[src/rtl/qedbd_pkg.sv]
// Shared types and constants for the four-encoder delta and button debounce block.
// Used by the lane, merge and top-level modules; depends on nothing else.
`timescale 1ns / 1ps
`default_nettype none

package qedbd_pkg;

  localparam int unsigned Slots        = 4;
  localparam int unsigned NumEncDefault = 4;

  localparam int unsigned PosW    = 32;
  localparam int unsigned TimeW   = 32;
  localparam int unsigned CntW    = 32;
  localparam int unsigned DeltaW  = 11;
  localparam int unsigned MagW    = 10;
  localparam int unsigned DebW    = 16;
  localparam int unsigned LimW    = 10;

  // Config port.
  localparam int unsigned CfgIdxW  = 1;
  localparam int unsigned CfgDataW = 16;
  localparam logic [CfgIdxW-1:0] RegDebounceMs  = 1'd0;
  localparam logic [CfgIdxW-1:0] RegGlitchLimit = 1'd1;
  localparam logic [DebW-1:0]    DebounceReset  = 16'd50;
  localparam logic [LimW-1:0]    GlitchReset    = 10'd64;

  // Operation codes carried on the input tuser.
  localparam logic OpService = 1'b0;
  localparam logic OpSeed    = 1'b1;

  // Input tdata layout.
  localparam int unsigned InLevelLsb = Slots * PosW;
  localparam int unsigned InNowLsb   = InLevelLsb + Slots;
  localparam int unsigned InDataW    = 168;

  // Output tdata layout.
  localparam int unsigned OutPressLsb  = Slots * DeltaW;
  localparam int unsigned OutAnyLsb    = OutPressLsb + Slots;
  localparam int unsigned OutGlitchLsb = OutAnyLsb + 1;
  localparam int unsigned OutDetentLsb = OutGlitchLsb + CntW;
  localparam int unsigned OutPassLsb   = OutDetentLsb + CntW;
  localparam int unsigned OutUsedW     = OutPassLsb + CntW;
  localparam int unsigned OutDataW     = 152;

  typedef struct packed {
    logic [DebW-1:0] debounce_ms;
    logic [LimW-1:0] glitch_limit;
  } cfg_t;

  typedef struct packed {
    logic seed;   // load the cache from this item
    logic serve;  // seeded service pass: compare and update
  } lane_ctrl_t;

  typedef struct packed {
    logic signed [DeltaW-1:0] delta;
    logic [MagW-1:0]          mag;
    logic                     glitch;
    logic                     press;
  } lane_res_t;

  typedef struct packed {
    logic load;   // a service item was accepted, a result is due
    logic serve;  // that item was taken after seeding
  } merge_ctrl_t;

endpackage

`default_nettype wire

[src/rtl/qedbd_lane.sv]
// One encoder lane: cached position, button level and last press time.
// Computes the accepted delta, glitch flag and debounced press; uses qedbd_pkg.
`timescale 1ns / 1ps
`default_nettype none

module qedbd_lane (
  input  wire logic                            clk_i,
  input  wire logic                            rst_ni,
  input  wire qedbd_pkg::lane_ctrl_t           ctrl_i,
  input  wire qedbd_pkg::cfg_t                 cfg_i,
  input  wire logic [qedbd_pkg::PosW-1:0]      pos_i,
  input  wire logic                            level_i,
  input  wire logic [qedbd_pkg::TimeW-1:0]     now_i,
  output qedbd_pkg::lane_res_t                 res_o
);

  logic [qedbd_pkg::PosW-1:0]  cached_pos_q, cached_pos_d;
  logic                        btn_down_q, btn_down_d;
  logic [qedbd_pkg::TimeW-1:0] last_press_q, last_press_d;

  logic [qedbd_pkg::PosW-1:0]  diff;
  logic [qedbd_pkg::PosW-1:0]  mag;
  logic [qedbd_pkg::TimeW-1:0] elapsed;
  logic                        glitch;
  logic                        down;
  logic                        press_ok;

  always_comb begin
    diff     = pos_i - cached_pos_q;
    mag      = diff[qedbd_pkg::PosW-1] ? (~diff + qedbd_pkg::PosW'(1)) : diff;
    glitch   = mag > {{(qedbd_pkg::PosW-qedbd_pkg::LimW){1'b0}}, cfg_i.glitch_limit};
    down     = ~level_i;
    elapsed  = now_i - last_press_q;
    press_ok = down && !btn_down_q &&
               (elapsed >= {{(qedbd_pkg::TimeW-qedbd_pkg::DebW){1'b0}}, cfg_i.debounce_ms});

    res_o.delta  = (ctrl_i.serve && !glitch) ? diff[qedbd_pkg::DeltaW-1:0] : '0;
    res_o.mag    = (ctrl_i.serve && !glitch) ? mag[qedbd_pkg::MagW-1:0] : '0;
    res_o.glitch = ctrl_i.serve && glitch;
    res_o.press  = ctrl_i.serve && press_ok;

    cached_pos_d = cached_pos_q;
    btn_down_d   = btn_down_q;
    last_press_d = last_press_q;
    if (ctrl_i.seed || ctrl_i.serve) begin
      // The cache follows the reading even when the jump was dropped.
      cached_pos_d = pos_i;
      btn_down_d   = down;
    end
    if (ctrl_i.serve && press_ok) begin
      last_press_d = now_i;
    end
  end

  always_ff @(posedge clk_i or negedge rst_ni) begin
    if (!rst_ni) begin
      cached_pos_q <= '0;
      btn_down_q   <= 1'b0;
      last_press_q <= '0;
    end else begin
      cached_pos_q <= cached_pos_d;
      btn_down_q   <= btn_down_d;
      last_press_q <= last_press_d;
    end
  end

endmodule

`default_nettype wire

[src/rtl/qedbd_merge.sv]
// Merge stage: combines the lane results, keeps the glitch, detent and pass
// counters and holds the output register; uses qedbd_pkg.
`timescale 1ns / 1ps
`default_nettype none

module qedbd_merge (
  input  wire logic                                       clk_i,
  input  wire logic                                       rst_ni,
  input  wire qedbd_pkg::merge_ctrl_t                     ctrl_i,
  input  wire qedbd_pkg::lane_res_t [qedbd_pkg::Slots-1:0] lane_i,
  input  wire logic                                       out_ready_i,
  output logic                                            out_valid_o,
  output logic [qedbd_pkg::OutDataW-1:0]                  out_data_o
);

  localparam int unsigned GSumW = $clog2(qedbd_pkg::Slots + 1);
  localparam int unsigned DSumW = qedbd_pkg::MagW + $clog2(qedbd_pkg::Slots + 1);

  logic [qedbd_pkg::CntW-1:0]     glitch_q, glitch_d;
  logic [qedbd_pkg::CntW-1:0]     detent_q, detent_d;
  logic [qedbd_pkg::CntW-1:0]     pass_q, pass_d;
  logic                           out_valid_q, out_valid_d;
  logic [qedbd_pkg::OutDataW-1:0] out_data_q, out_data_d;

  logic [GSumW-1:0]         gsum;
  logic [DSumW-1:0]         dsum;
  logic [qedbd_pkg::Slots-1:0] press_mask;
  logic                     any_delta;
  logic                     any_event;

  always_comb begin
    gsum       = '0;
    dsum       = '0;
    any_delta  = 1'b0;
    press_mask = '0;
    for (int i = 0; i < qedbd_pkg::Slots; i++) begin
      gsum          = gsum + GSumW'(lane_i[i].glitch);
      dsum          = dsum + DSumW'(lane_i[i].mag);
      any_delta     = any_delta | (|lane_i[i].delta);
      press_mask[i] = lane_i[i].press;
    end
    any_event = any_delta | (|press_mask);

    glitch_d = glitch_q;
    detent_d = detent_q;
    pass_d   = pass_q;
    if (ctrl_i.serve) begin
      glitch_d = glitch_q + qedbd_pkg::CntW'(gsum);
      detent_d = detent_q + qedbd_pkg::CntW'(dsum);
      pass_d   = pass_q + qedbd_pkg::CntW'(1);
    end

    out_data_d = out_data_q;
    if (ctrl_i.load) begin
      out_data_d = '0;
      for (int i = 0; i < qedbd_pkg::Slots; i++) begin
        out_data_d[i*qedbd_pkg::DeltaW +: qedbd_pkg::DeltaW] = lane_i[i].delta;
      end
      out_data_d[qedbd_pkg::OutPressLsb +: qedbd_pkg::Slots] = press_mask;
      out_data_d[qedbd_pkg::OutAnyLsb]                       = any_event;
      out_data_d[qedbd_pkg::OutGlitchLsb +: qedbd_pkg::CntW] = glitch_d;
      out_data_d[qedbd_pkg::OutDetentLsb +: qedbd_pkg::CntW] = detent_d;
      out_data_d[qedbd_pkg::OutPassLsb +: qedbd_pkg::CntW]   = pass_d;
    end

    if (ctrl_i.load) begin
      out_valid_d = 1'b1;
    end else if (out_ready_i) begin
      out_valid_d = 1'b0;
    end else begin
      out_valid_d = out_valid_q;
    end
  end

  always_ff @(posedge clk_i or negedge rst_ni) begin
    if (!rst_ni) begin
      glitch_q    <= '0;
      detent_q    <= '0;
      pass_q      <= '0;
      out_valid_q <= 1'b0;
    end else begin
      glitch_q    <= glitch_d;
      detent_q    <= detent_d;
      pass_q      <= pass_d;
      out_valid_q <= out_valid_d;
    end
  end

  always_ff @(posedge clk_i) begin
    out_data_q <= out_data_d;
  end

  assign out_valid_o = out_valid_q;
  assign out_data_o  = out_data_q;

endmodule

`default_nettype wire

[src/rtl/quad_encoder_delta_button_debounce.sv]
// A service item's result is in the output register in the cycle after it is accepted.
// Throughput: one item per cycle; a new item is taken whenever the output register is empty
// or is being drained in the same cycle. Seed items produce no result.
// All encoder lanes evaluate in parallel in the accept cycle and update their state there.
// Reset clears the caches, counters and seeded flag, and loads debounce 50 ms, glitch limit 64.
// Top level: config registers, seeded flag, encoder lanes and merge stage; uses qedbd_pkg.
`timescale 1ns / 1ps
`default_nettype none

module quad_encoder_delta_button_debounce #(
  parameter int unsigned NumEncoders = qedbd_pkg::NumEncDefault
) (
  input  wire logic                              clk_i,
  input  wire logic                              rst_ni,
  input  wire logic                              cfg_we_i,
  input  wire logic [qedbd_pkg::CfgIdxW-1:0]     cfg_idx_i,
  input  wire logic [qedbd_pkg::CfgDataW-1:0]    cfg_data_i,
  input  wire logic                              s_axis_tvalid,
  output logic                                   s_axis_tready,
  // tdata: position_0, position_1, position_2, position_3, switch_levels, now_ms, zero pad
  input  wire logic [qedbd_pkg::InDataW-1:0]     s_axis_tdata,
  // tuser: operation
  input  wire logic                              s_axis_tuser,
  output logic                                   m_axis_tvalid,
  input  wire logic                              m_axis_tready,
  // tdata: delta_0, delta_1, delta_2, delta_3, pressed_mask, any_event, glitch_total,
  // detent_total, pass_total, zero pad
  output logic [qedbd_pkg::OutDataW-1:0]         m_axis_tdata
);

  qedbd_pkg::cfg_t                            cfg_q, cfg_d;
  logic                                       seeded_q, seeded_d;
  logic                                       s_fire;
  qedbd_pkg::lane_ctrl_t                      lane_ctrl;
  qedbd_pkg::merge_ctrl_t                     merge_ctrl;
  qedbd_pkg::lane_res_t [qedbd_pkg::Slots-1:0] lane_res;

  assign s_axis_tready = !m_axis_tvalid || m_axis_tready;
  assign s_fire        = s_axis_tvalid && s_axis_tready;

  always_comb begin
    lane_ctrl.seed    = s_fire && (s_axis_tuser == qedbd_pkg::OpSeed);
    lane_ctrl.serve   = s_fire && (s_axis_tuser == qedbd_pkg::OpService) && seeded_q;
    merge_ctrl.load   = s_fire && (s_axis_tuser == qedbd_pkg::OpService);
    merge_ctrl.serve  = lane_ctrl.serve;
    seeded_d          = seeded_q || lane_ctrl.seed;

    cfg_d = cfg_q;
    if (cfg_we_i) begin
      unique case (cfg_idx_i)
        qedbd_pkg::RegDebounceMs:
          cfg_d.debounce_ms = cfg_data_i[qedbd_pkg::DebW-1:0];
        qedbd_pkg::RegGlitchLimit:
          cfg_d.glitch_limit = cfg_data_i[qedbd_pkg::LimW-1:0];
        default: cfg_d = cfg_q;
      endcase
    end
  end

  always_ff @(posedge clk_i or negedge rst_ni) begin
    if (!rst_ni) begin
      cfg_q.debounce_ms  <= qedbd_pkg::DebounceReset;
      cfg_q.glitch_limit <= qedbd_pkg::GlitchReset;
      seeded_q           <= 1'b0;
    end else begin
      cfg_q    <= cfg_d;
      seeded_q <= seeded_d;
    end
  end

  for (genvar g = 0; g < qedbd_pkg::Slots; g++) begin : g_lane
    if (g < NumEncoders) begin : g_used
      qedbd_lane u_lane (
        .clk_i   (clk_i),
        .rst_ni  (rst_ni),
        .ctrl_i  (lane_ctrl),
        .cfg_i   (cfg_q),
        .pos_i   (s_axis_tdata[g*qedbd_pkg::PosW +: qedbd_pkg::PosW]),
        .level_i (s_axis_tdata[qedbd_pkg::InLevelLsb + g]),
        .now_i   (s_axis_tdata[qedbd_pkg::InNowLsb +: qedbd_pkg::TimeW]),
        .res_o   (lane_res[g])
      );
    end else begin : g_unused
      assign lane_res[g] = '0;
    end
  end

  qedbd_merge u_merge (
    .clk_i       (clk_i),
    .rst_ni      (rst_ni),
    .ctrl_i      (merge_ctrl),
    .lane_i      (lane_res),
    .out_ready_i (m_axis_tready),
    .out_valid_o (m_axis_tvalid),
    .out_data_o  (m_axis_tdata)
  );

  // A seed item never produces a result.
  assert property (@(posedge clk_i) disable iff (!rst_ni)
    (s_fire && s_axis_tuser == qedbd_pkg::OpSeed && !m_axis_tvalid) |=> !m_axis_tvalid)
    else $error("seed item produced a result");

  // Every service item is followed by a result in the output register.
  assert property (@(posedge clk_i) disable iff (!rst_ni)
    (s_fire && s_axis_tuser == qedbd_pkg::OpService) |=> m_axis_tvalid)
    else $error("service item lost");

  // any_event agrees with the deltas and the press mask.
  assert property (@(posedge clk_i) disable iff (!rst_ni)
    m_axis_tvalid |-> (m_axis_tdata[qedbd_pkg::OutAnyLsb] ==
      ((|m_axis_tdata[qedbd_pkg::OutPressLsb-1:0]) ||
       (|m_axis_tdata[qedbd_pkg::OutAnyLsb-1:qedbd_pkg::OutPressLsb]))))
    else $error("any_event inconsistent");

  // Before seeding, a result carries no press and no pass count.
  assert property (@(posedge clk_i) disable iff (!rst_ni)
    (m_axis_tvalid && !seeded_q) |->
      (m_axis_tdata[qedbd_pkg::OutAnyLsb] == 1'b0 &&
       m_axis_tdata[qedbd_pkg::OutPassLsb +: qedbd_pkg::CntW] == '0))
    else $error("unseeded result carries events");

endmodule

`default_nettype wire

[config.mk]
export PLATFORM = sky130hd
export DESIGN_NAME = quad_encoder_delta_button_debounce
export DESIGN_NICKNAME = d
export VERILOG_FILES = /design/src/rtl/qedbd_pkg.sv /design/src/rtl/qedbd_lane.sv /design/src/rtl/qedbd_merge.sv /design/src/rtl/quad_encoder_delta_button_debounce.sv
export SDC_FILE = /design/constraint.sdc
export NUM_CORES = 2
export LEC_CHECK = 0
export ABC_AREA = 0
export BUFFER_PORTS_ARGS = -buffer_cell sky130_fd_sc_hd__buf_4
export CORE_UTILIZATION = 40
export DETAILED_ROUTE_END_ITERATION = 8
export PLACE_DENSITY_LB_ADDON = 0.2
export SYNTH_ARGS = -nofsm -noshare
export SYNTH_HDL_FRONTEND = slang
export SYNTH_HIERARCHICAL = 1
export SYNTH_SLANG_ARGS = --single-unit
[constraint.sdc]
create_clock -name clk_i -period 25.6 [get_ports clk_i]
set_input_delay 2.56 -clock clk_i [delete_from_list [all_inputs] [get_ports clk_i]]
set_output_delay 2.56 -clock clk_i [all_outputs]
set_load 0.05 [all_outputs]
After elaboration in Yosys (flattened, before gate mapping)

Index checks and enable logic that the tools add are counted.

Flip-flop bits (word level): 529
Word-level logic and storage cells: 124
Output and inout bits: 154
Input bits: 191

Reduce and logical (&&, ||, !) cells: 44
Bitwise operators: 14
Order comparisons: 8
Multiplexer cells: 17
$add $sub $neg: 21

Operators by type and width:

| cell                                                            | number |
|---|---|
| 32-bit subtractor                                               | 8 |
| 32-bit 2-to-1 mux                                               | 7 |
| 32-bit by 1-bit adder with 32-bit output, second input constant | 5 |
| 32-bit by 16-bit greater-or-equal comparator with 1-bit output  | 4 |
| 32-bit by 10-bit > comparator with 1-bit output                 | 4 |
| 32-bit inverter                                                 | 4 |
| 11-bit 2-to-1 mux                                               | 4 |
| 11-bit OR reduction                                             | 4 |
| 10-bit 2-to-1 mux                                               | 4 |
| 32-bit by 13-bit adder with 32-bit output                       | 1 |
| 32-bit by 3-bit adder with 32-bit output                        | 1 |
| 13-bit by 10-bit adder with 13-bit output                       | 2 |
| 1-bit logical AND                                               | 24 |
| 10-bit by 10-bit adder with 11-bit output                       | 1 |
| 1-bit zero test                                                 | 9 |
| 3-bit by 1-bit adder with 3-bit output                          | 2 |
| 1-bit inverter                                                  | 6 |
| 1-bit OR                                                        | 4 |
| 2-bit AND reduction                                             | 2 |
| 4-bit OR reduction                                              | 1 |
| 1-bit logical OR                                                | 3 |
| 1-bit by 1-bit adder with 2-bit output                          | 1 |
| 1-bit 2-to-1 mux                                                | 2 |
| 2-bit nonzero test                                              | 1 |

Logic depth before layout (Yosys ltp)

Depth in word-level cells: 13
Depth in mapped cells: 41

By module

Netlist, hierarchy kept.

Modules (own cells, without submodules):

| module                                   | instances | area an instance (µm²) | cells each | sequential area each (µm²) |
|---|---|---|---|---|
| qedbd_lane (g_lane[0].g_used.u_lane ...) | 3         | 8715.9                 | 1131       | 1626.6 |
| qedbd_merge                              | 1         | 10229.8                | 707        | 6781.5 |
| qedbd_lane (g_lane[1].g_used.u_lane)     | 1         | 8335.5                 | 1070       | 1626.6 |
| quad_encoder_delta_button_debounce       | 1         | 1104.8                 | 64         | 680.7 |

Least setup slack after synthesis

No wires, ideal clock.

Path kind: input-to-reg
From: input s_axis_tdata[17] in the netlist's numbering
To: register u_merge.out_data_q (netlist bit u_merge/out_data_o[112]), data pin
Slack: 14.847 ns
Stages on the path: 38
Arrival time: 10.483 ns
Path buffers: 3
Required time: 25.330 ns
Cell sequence: ha_1 clkbuf_1 nand4_1 or4_1 a21oi_1 o21ai_0 o211a_1 xor2_1 clkbuf_1 o21ai_0 xnor2_1 ha_1 a21o_1 a21oi_1 nor2b_1 o21ai_0 o211ai_1 a22oi_1 [2 not listed] o2111ai_1 a2111o_1 buf_6 nor3_2 inv_1 fa_1 fa_1 fa_1 inv_1 ha_1 inv_1 fa_1 nand2b_1 a21oi_2 nor2_1 o311ai_4 nor4b_4 xor2_1

RTL lines:

| what                 | line                                     | RTL |
|---|---|---|
| start, declared      | quad_encoder_delta_button_debounce.sv:21 | `input wire logic [qedbd_pkg::InDataW-1:0] s_axis_tdata,` |
| end signal, assigned | qedbd_merge.sv:90                        | `out_data_q <= out_data_d;` |
| end, declared        | qedbd_merge.sv:23                        | `logic [qedbd_pkg::OutDataW-1:0] out_data_q, out_data_d;` |

==> run_results.csv <==
group,metric,value,unit
global_route,wire_length_of_the_first_global_routing_pass,211000,µm
critical_path,crit-reg2reg-launch,"g_lane[1].g_used.u_lane/cached_pos_q[4]",
floorplan,fp.dieW,340,µm
power_and_ir_drop,power.ir.vdd_worst,0.0630,mV
global_route,first_global_vias,37600,
timing,finalClockSkew,0.0413,ns
timing,max_slew.worst_pin.slew,1.15,ns
final_layout,postLayoutCoreUtil,45.8,%
timing,setup_violations,0,
global_route,overflow,0,
global_route,aggregate_global_route_resource_usage,22.5,%
final_layout,layout.cells.most_common_list,"550 x sky130_fd_sc_hd__inv_1, 475 x sky130_fd_sc_hd__nand2_1, 380 x sky130_fd_sc_hd__dfrtp_1",
critical_path,worstPathRequired,26.07,ns
critical_path,timing.critical_path.slowest_cell_delay,0.86,ns
timing,tns,0,ns
yosys,synth-seq-cells,529,
clock_network,max_h_tree_level,3,
timing,hold_violations,0,
final_layout,fillers,11100,
placed_design,dpl.hpwl,104000,µm
critical_path,crit_path_category,"in2reg",
floorplan,initial_core_util,40.6,%
floorplan,die_height,340,µm
critical_path,cp-start-kind,"input pin",
route,route.detailed.wl_per_inst,18.9,µm
final_layout,seq_area,14000,µm²
clock_network,cts_hold_buf,0,
route,drt-initial-drc-count,2818,
timing,layout_min_cycle_time,12.25,ns
power_and_ir_drop,power.density,90.3,nW/µm²
placed_design,port_buffers,333,
power_and_ir_drop,leakagePower,22.8,nW
timing,fmaxAchievable,81.6,MHz
final_layout,multi_input_area,28800,µm²
floorplan,die_area,116000,µm²
global_route,antenna_found_initial,4,
timing,timing.max_slew.rel_slack,23.0,%
yosys,synth-warning-count,6,
run,cap_violations,0,
floorplan,fp.coreArea,113000,µm²
yosys,synth_seq_area_share,30.5,%
route,drt-vias-per-instance,5.62,
timing,grt_setup_unrepaired,"no",
timing,layout_worst_path_cycle_share,47.9,%
final_layout,layout.cells.most_common,"sky130_fd_sc_hd__inv_1",
route,wirelength,133000,µm
clock_network,cts.root.buffer_cell,"sky130_fd_sc_hd__clkbuf_16",
critical_path,critPathCaptureType,"flop",
yosys,async_flop_share,72.6,%
placed_design,routabilityCongestion,0.890,
run_status,outcome,"finished, final reports clean",
critical_path,startpoint,"s_axis_tdata[36]",
worst_hold_path,hold_start,"seeded_q",
final_layout,areaGrowthSynthToFinish,13.0,%
placed_design,preCtsSetupSlack,12.76,ns
critical_path,timing.critical_path.fanout_max,21,
floorplan,row_count,123,
clock_network,clock_transition_at_path_regs,0.06,ns
yosys,ys.flop_type,"sky130_fd_sc_hd__dfrtp_1",
route,drcViolationCount,0,
yosys,synth_edf_count,145,
clock_network,clk-insertion-delay-late,0.66,ns
yosys,post_synth.cell_area_avg,8.75,µm²
final_layout,layout_cell_share_with_drive_strength_beyond_1,15.7,%
clock_network,clock_tree.buffer_depth,3,
yosys,gate_count_post_synth,5234,
yosys,synth_top_area_cell,"sky130_fd_sc_hd__dfrtp_1",
clock_network,cts-buffers-inserted,69,
yosys,netlist.area_leader.share,20.8,%
yosys,synth.distinct_cells,112,
timing,final.setup.worst_slack,13.35,ns
final_layout,post_layout_nonfiller_instances,7035,
global_route,maximum_number_of_pins_on_one_net_before_global_route_repair,110,
route,antenna_violating_nets_post_route,0,
yosys,cell_area_after_technology_mapping,45800,µm²
worst_hold_path,hold_class,"reg2reg",
clock_network,post_cts_buffers,0,
clock_network,tritoncts,"yes",
clock_network,cts_repair_resize_count,0,
yosys,netlist_top_cells_area,"sky130_fd_sc_hd__dfrtp_1 21%, sky130_fd_sc_hd__ha_1 10%, sky130_fd_sc_hd__edfxtp_1 9.5%, sky130_fd_sc_hd__inv_1 4.5%, sky130_fd_sc_hd__mux2_2 4.3%",
critical_path,worst_path_max_delay_cell,"sky130_fd_sc_hd__xnor2_1",
clock_network,numClockSinks,529,
route,vias,39500,
timing,report.final.slew_viol_count,0,
route,firstDrtPassIters,6,
floorplan,design.portCount,345,
critical_path,critical_path_arrival,12.73,ns
placed_design,post-place-cells,6906,
final_layout,finalNetCount,6083,
## metal layers
metal  GRT usage, %  wire length [µm]  up-vias
met4           6.18              3380        2
met3           2.59              5290      170
met5              0                13        -
li1               -                 -    19500
met2           37.3             62500      812
met1           30.9             62100    19100
## logic make-up (layout without fill, tap and decap cells)
logic type	count (synthesis)	in the layout	share of synthesized area [%]
flops	529	529	30.5
buf+inv	749	1042	6.80
fa+ha+maj	415	415	12.0
compound gates	1408	1408	20.7
simple gates	1651	1651	19.7
xor+xnor	256	256	4.89
mux	225	225	5.50
other cells	1	9	0.00818
## stage by stage
step / total power, mW / instance area (µm²) / hold slack [ns]
after detailed placement: 3.66 / 49400 / 0.448
after global routing: 5.06 / 51800 / 0.471
after global placement: 3.63 / 49400 / 0.445
after CTS: 4.70 / 51800 / 0.462
final: 4.68 / 51800 / 0.462
after floorplan: 3.05 / 45800 / 0.432
## final cells by class
type,instances,area share [%]
Antenna cell,2,0.00967
Inverter,550,3.99
Timing Repair Buffer,365,5.33
Multi-Input combinational cell,3962,55.6
Clock buffer,94,3.73
Sequential cell,529,27.0
Tap cell,1500,3.62
Clock inverter,33,0.771
## where the power goes
part | total [mW] | switching (mW) | internal (mW) | leakage [nW]
Combinational | 2.58 | 1.55 | 1.03 | 15.5
Clock | 0.992 | 0.414 | 0.579 | 1.12
Sequential | 1.11 | 0.0856 | 1.02 | 6.13
Total | 4.68 | 2.05 | 2.62 | 22.8
## registers in the layout (all words and copies together) (netlist names)
| name | cells |
|---|---|
| seeded_q | 1 |
| u_merge/glitch_q | 32 |
| u_merge/out_valid_o | 1 |
| cfg_q | 26 |
| u_merge/out_data_o | 145 |
| u_merge/pass_q | 32 |
| g_lane.g_used.u_lane/cached_pos_q | 128 |
| g_lane.g_used.u_lane/last_press_q | 128 |
| u_merge/detent_q | 32 |
| g_lane.g_used.u_lane/btn_down_q | 4 |
## cells in the mapped netlist (all sizes together) (16+ instances only)
library cell  instances
a21boi               20
clkbuf              107
o211a                18
a21o                163
fa                   40
xor2                 95
a21oi               324
a311oi               18
o21bai               31
o211ai               61
xnor2               161
nand2b               59
a31oi                53
mux2i                41
o21a                 56
or3                  34
ha                  375
dfrtp               380
and2                 45
o31ai                16
and3                 59
o22ai                17
and4                 47
edfxtp              145
inv                 550
nor3                163
nand3               128
o2111ai              20
buf                  92
nor2b                58
nor4                 67
a211oi               51
nand4               112
a211o                25
or2                  38
nand2               477
o21ai               340
a221oi               22
a2111oi              16
nor2                286
mux2                184
nand4b               23
## worst paths after layout
| check | end | slack (ns) | cells after the start |
|---|---|---|---|
| setup / recovery | u_merge/out_data_o[112] | 13.35 | 37 |
| min in group asynchronous | g_lane[3].g_used.u_lane/cached_pos_q[20] | 1.87 | 1 |
| setup reg to reg | u_merge/out_data_o[112] | 15.04 | 37 |
| max in group asynchronous | g_lane[2].g_used.u_lane/last_press_q[18] | 21.29 | 4 |
| hold reg to reg | seeded_q | 0.46 | 1 |
| hold / removal | seeded_q | 0.46 | 1 |
## critical path, delay by kind of cell
family / cells / cell delay [ns]
adders and majority gates: 7 / 2.68
and+or+nand+nor: 11 / 3.10
xor gates and xnor gates: 3 / 1.44
AOI/OAI and AO/OA: 12 / 2.54
buffers and inverters: 4 / 0.40
Power figures use the tool's default switching activity.
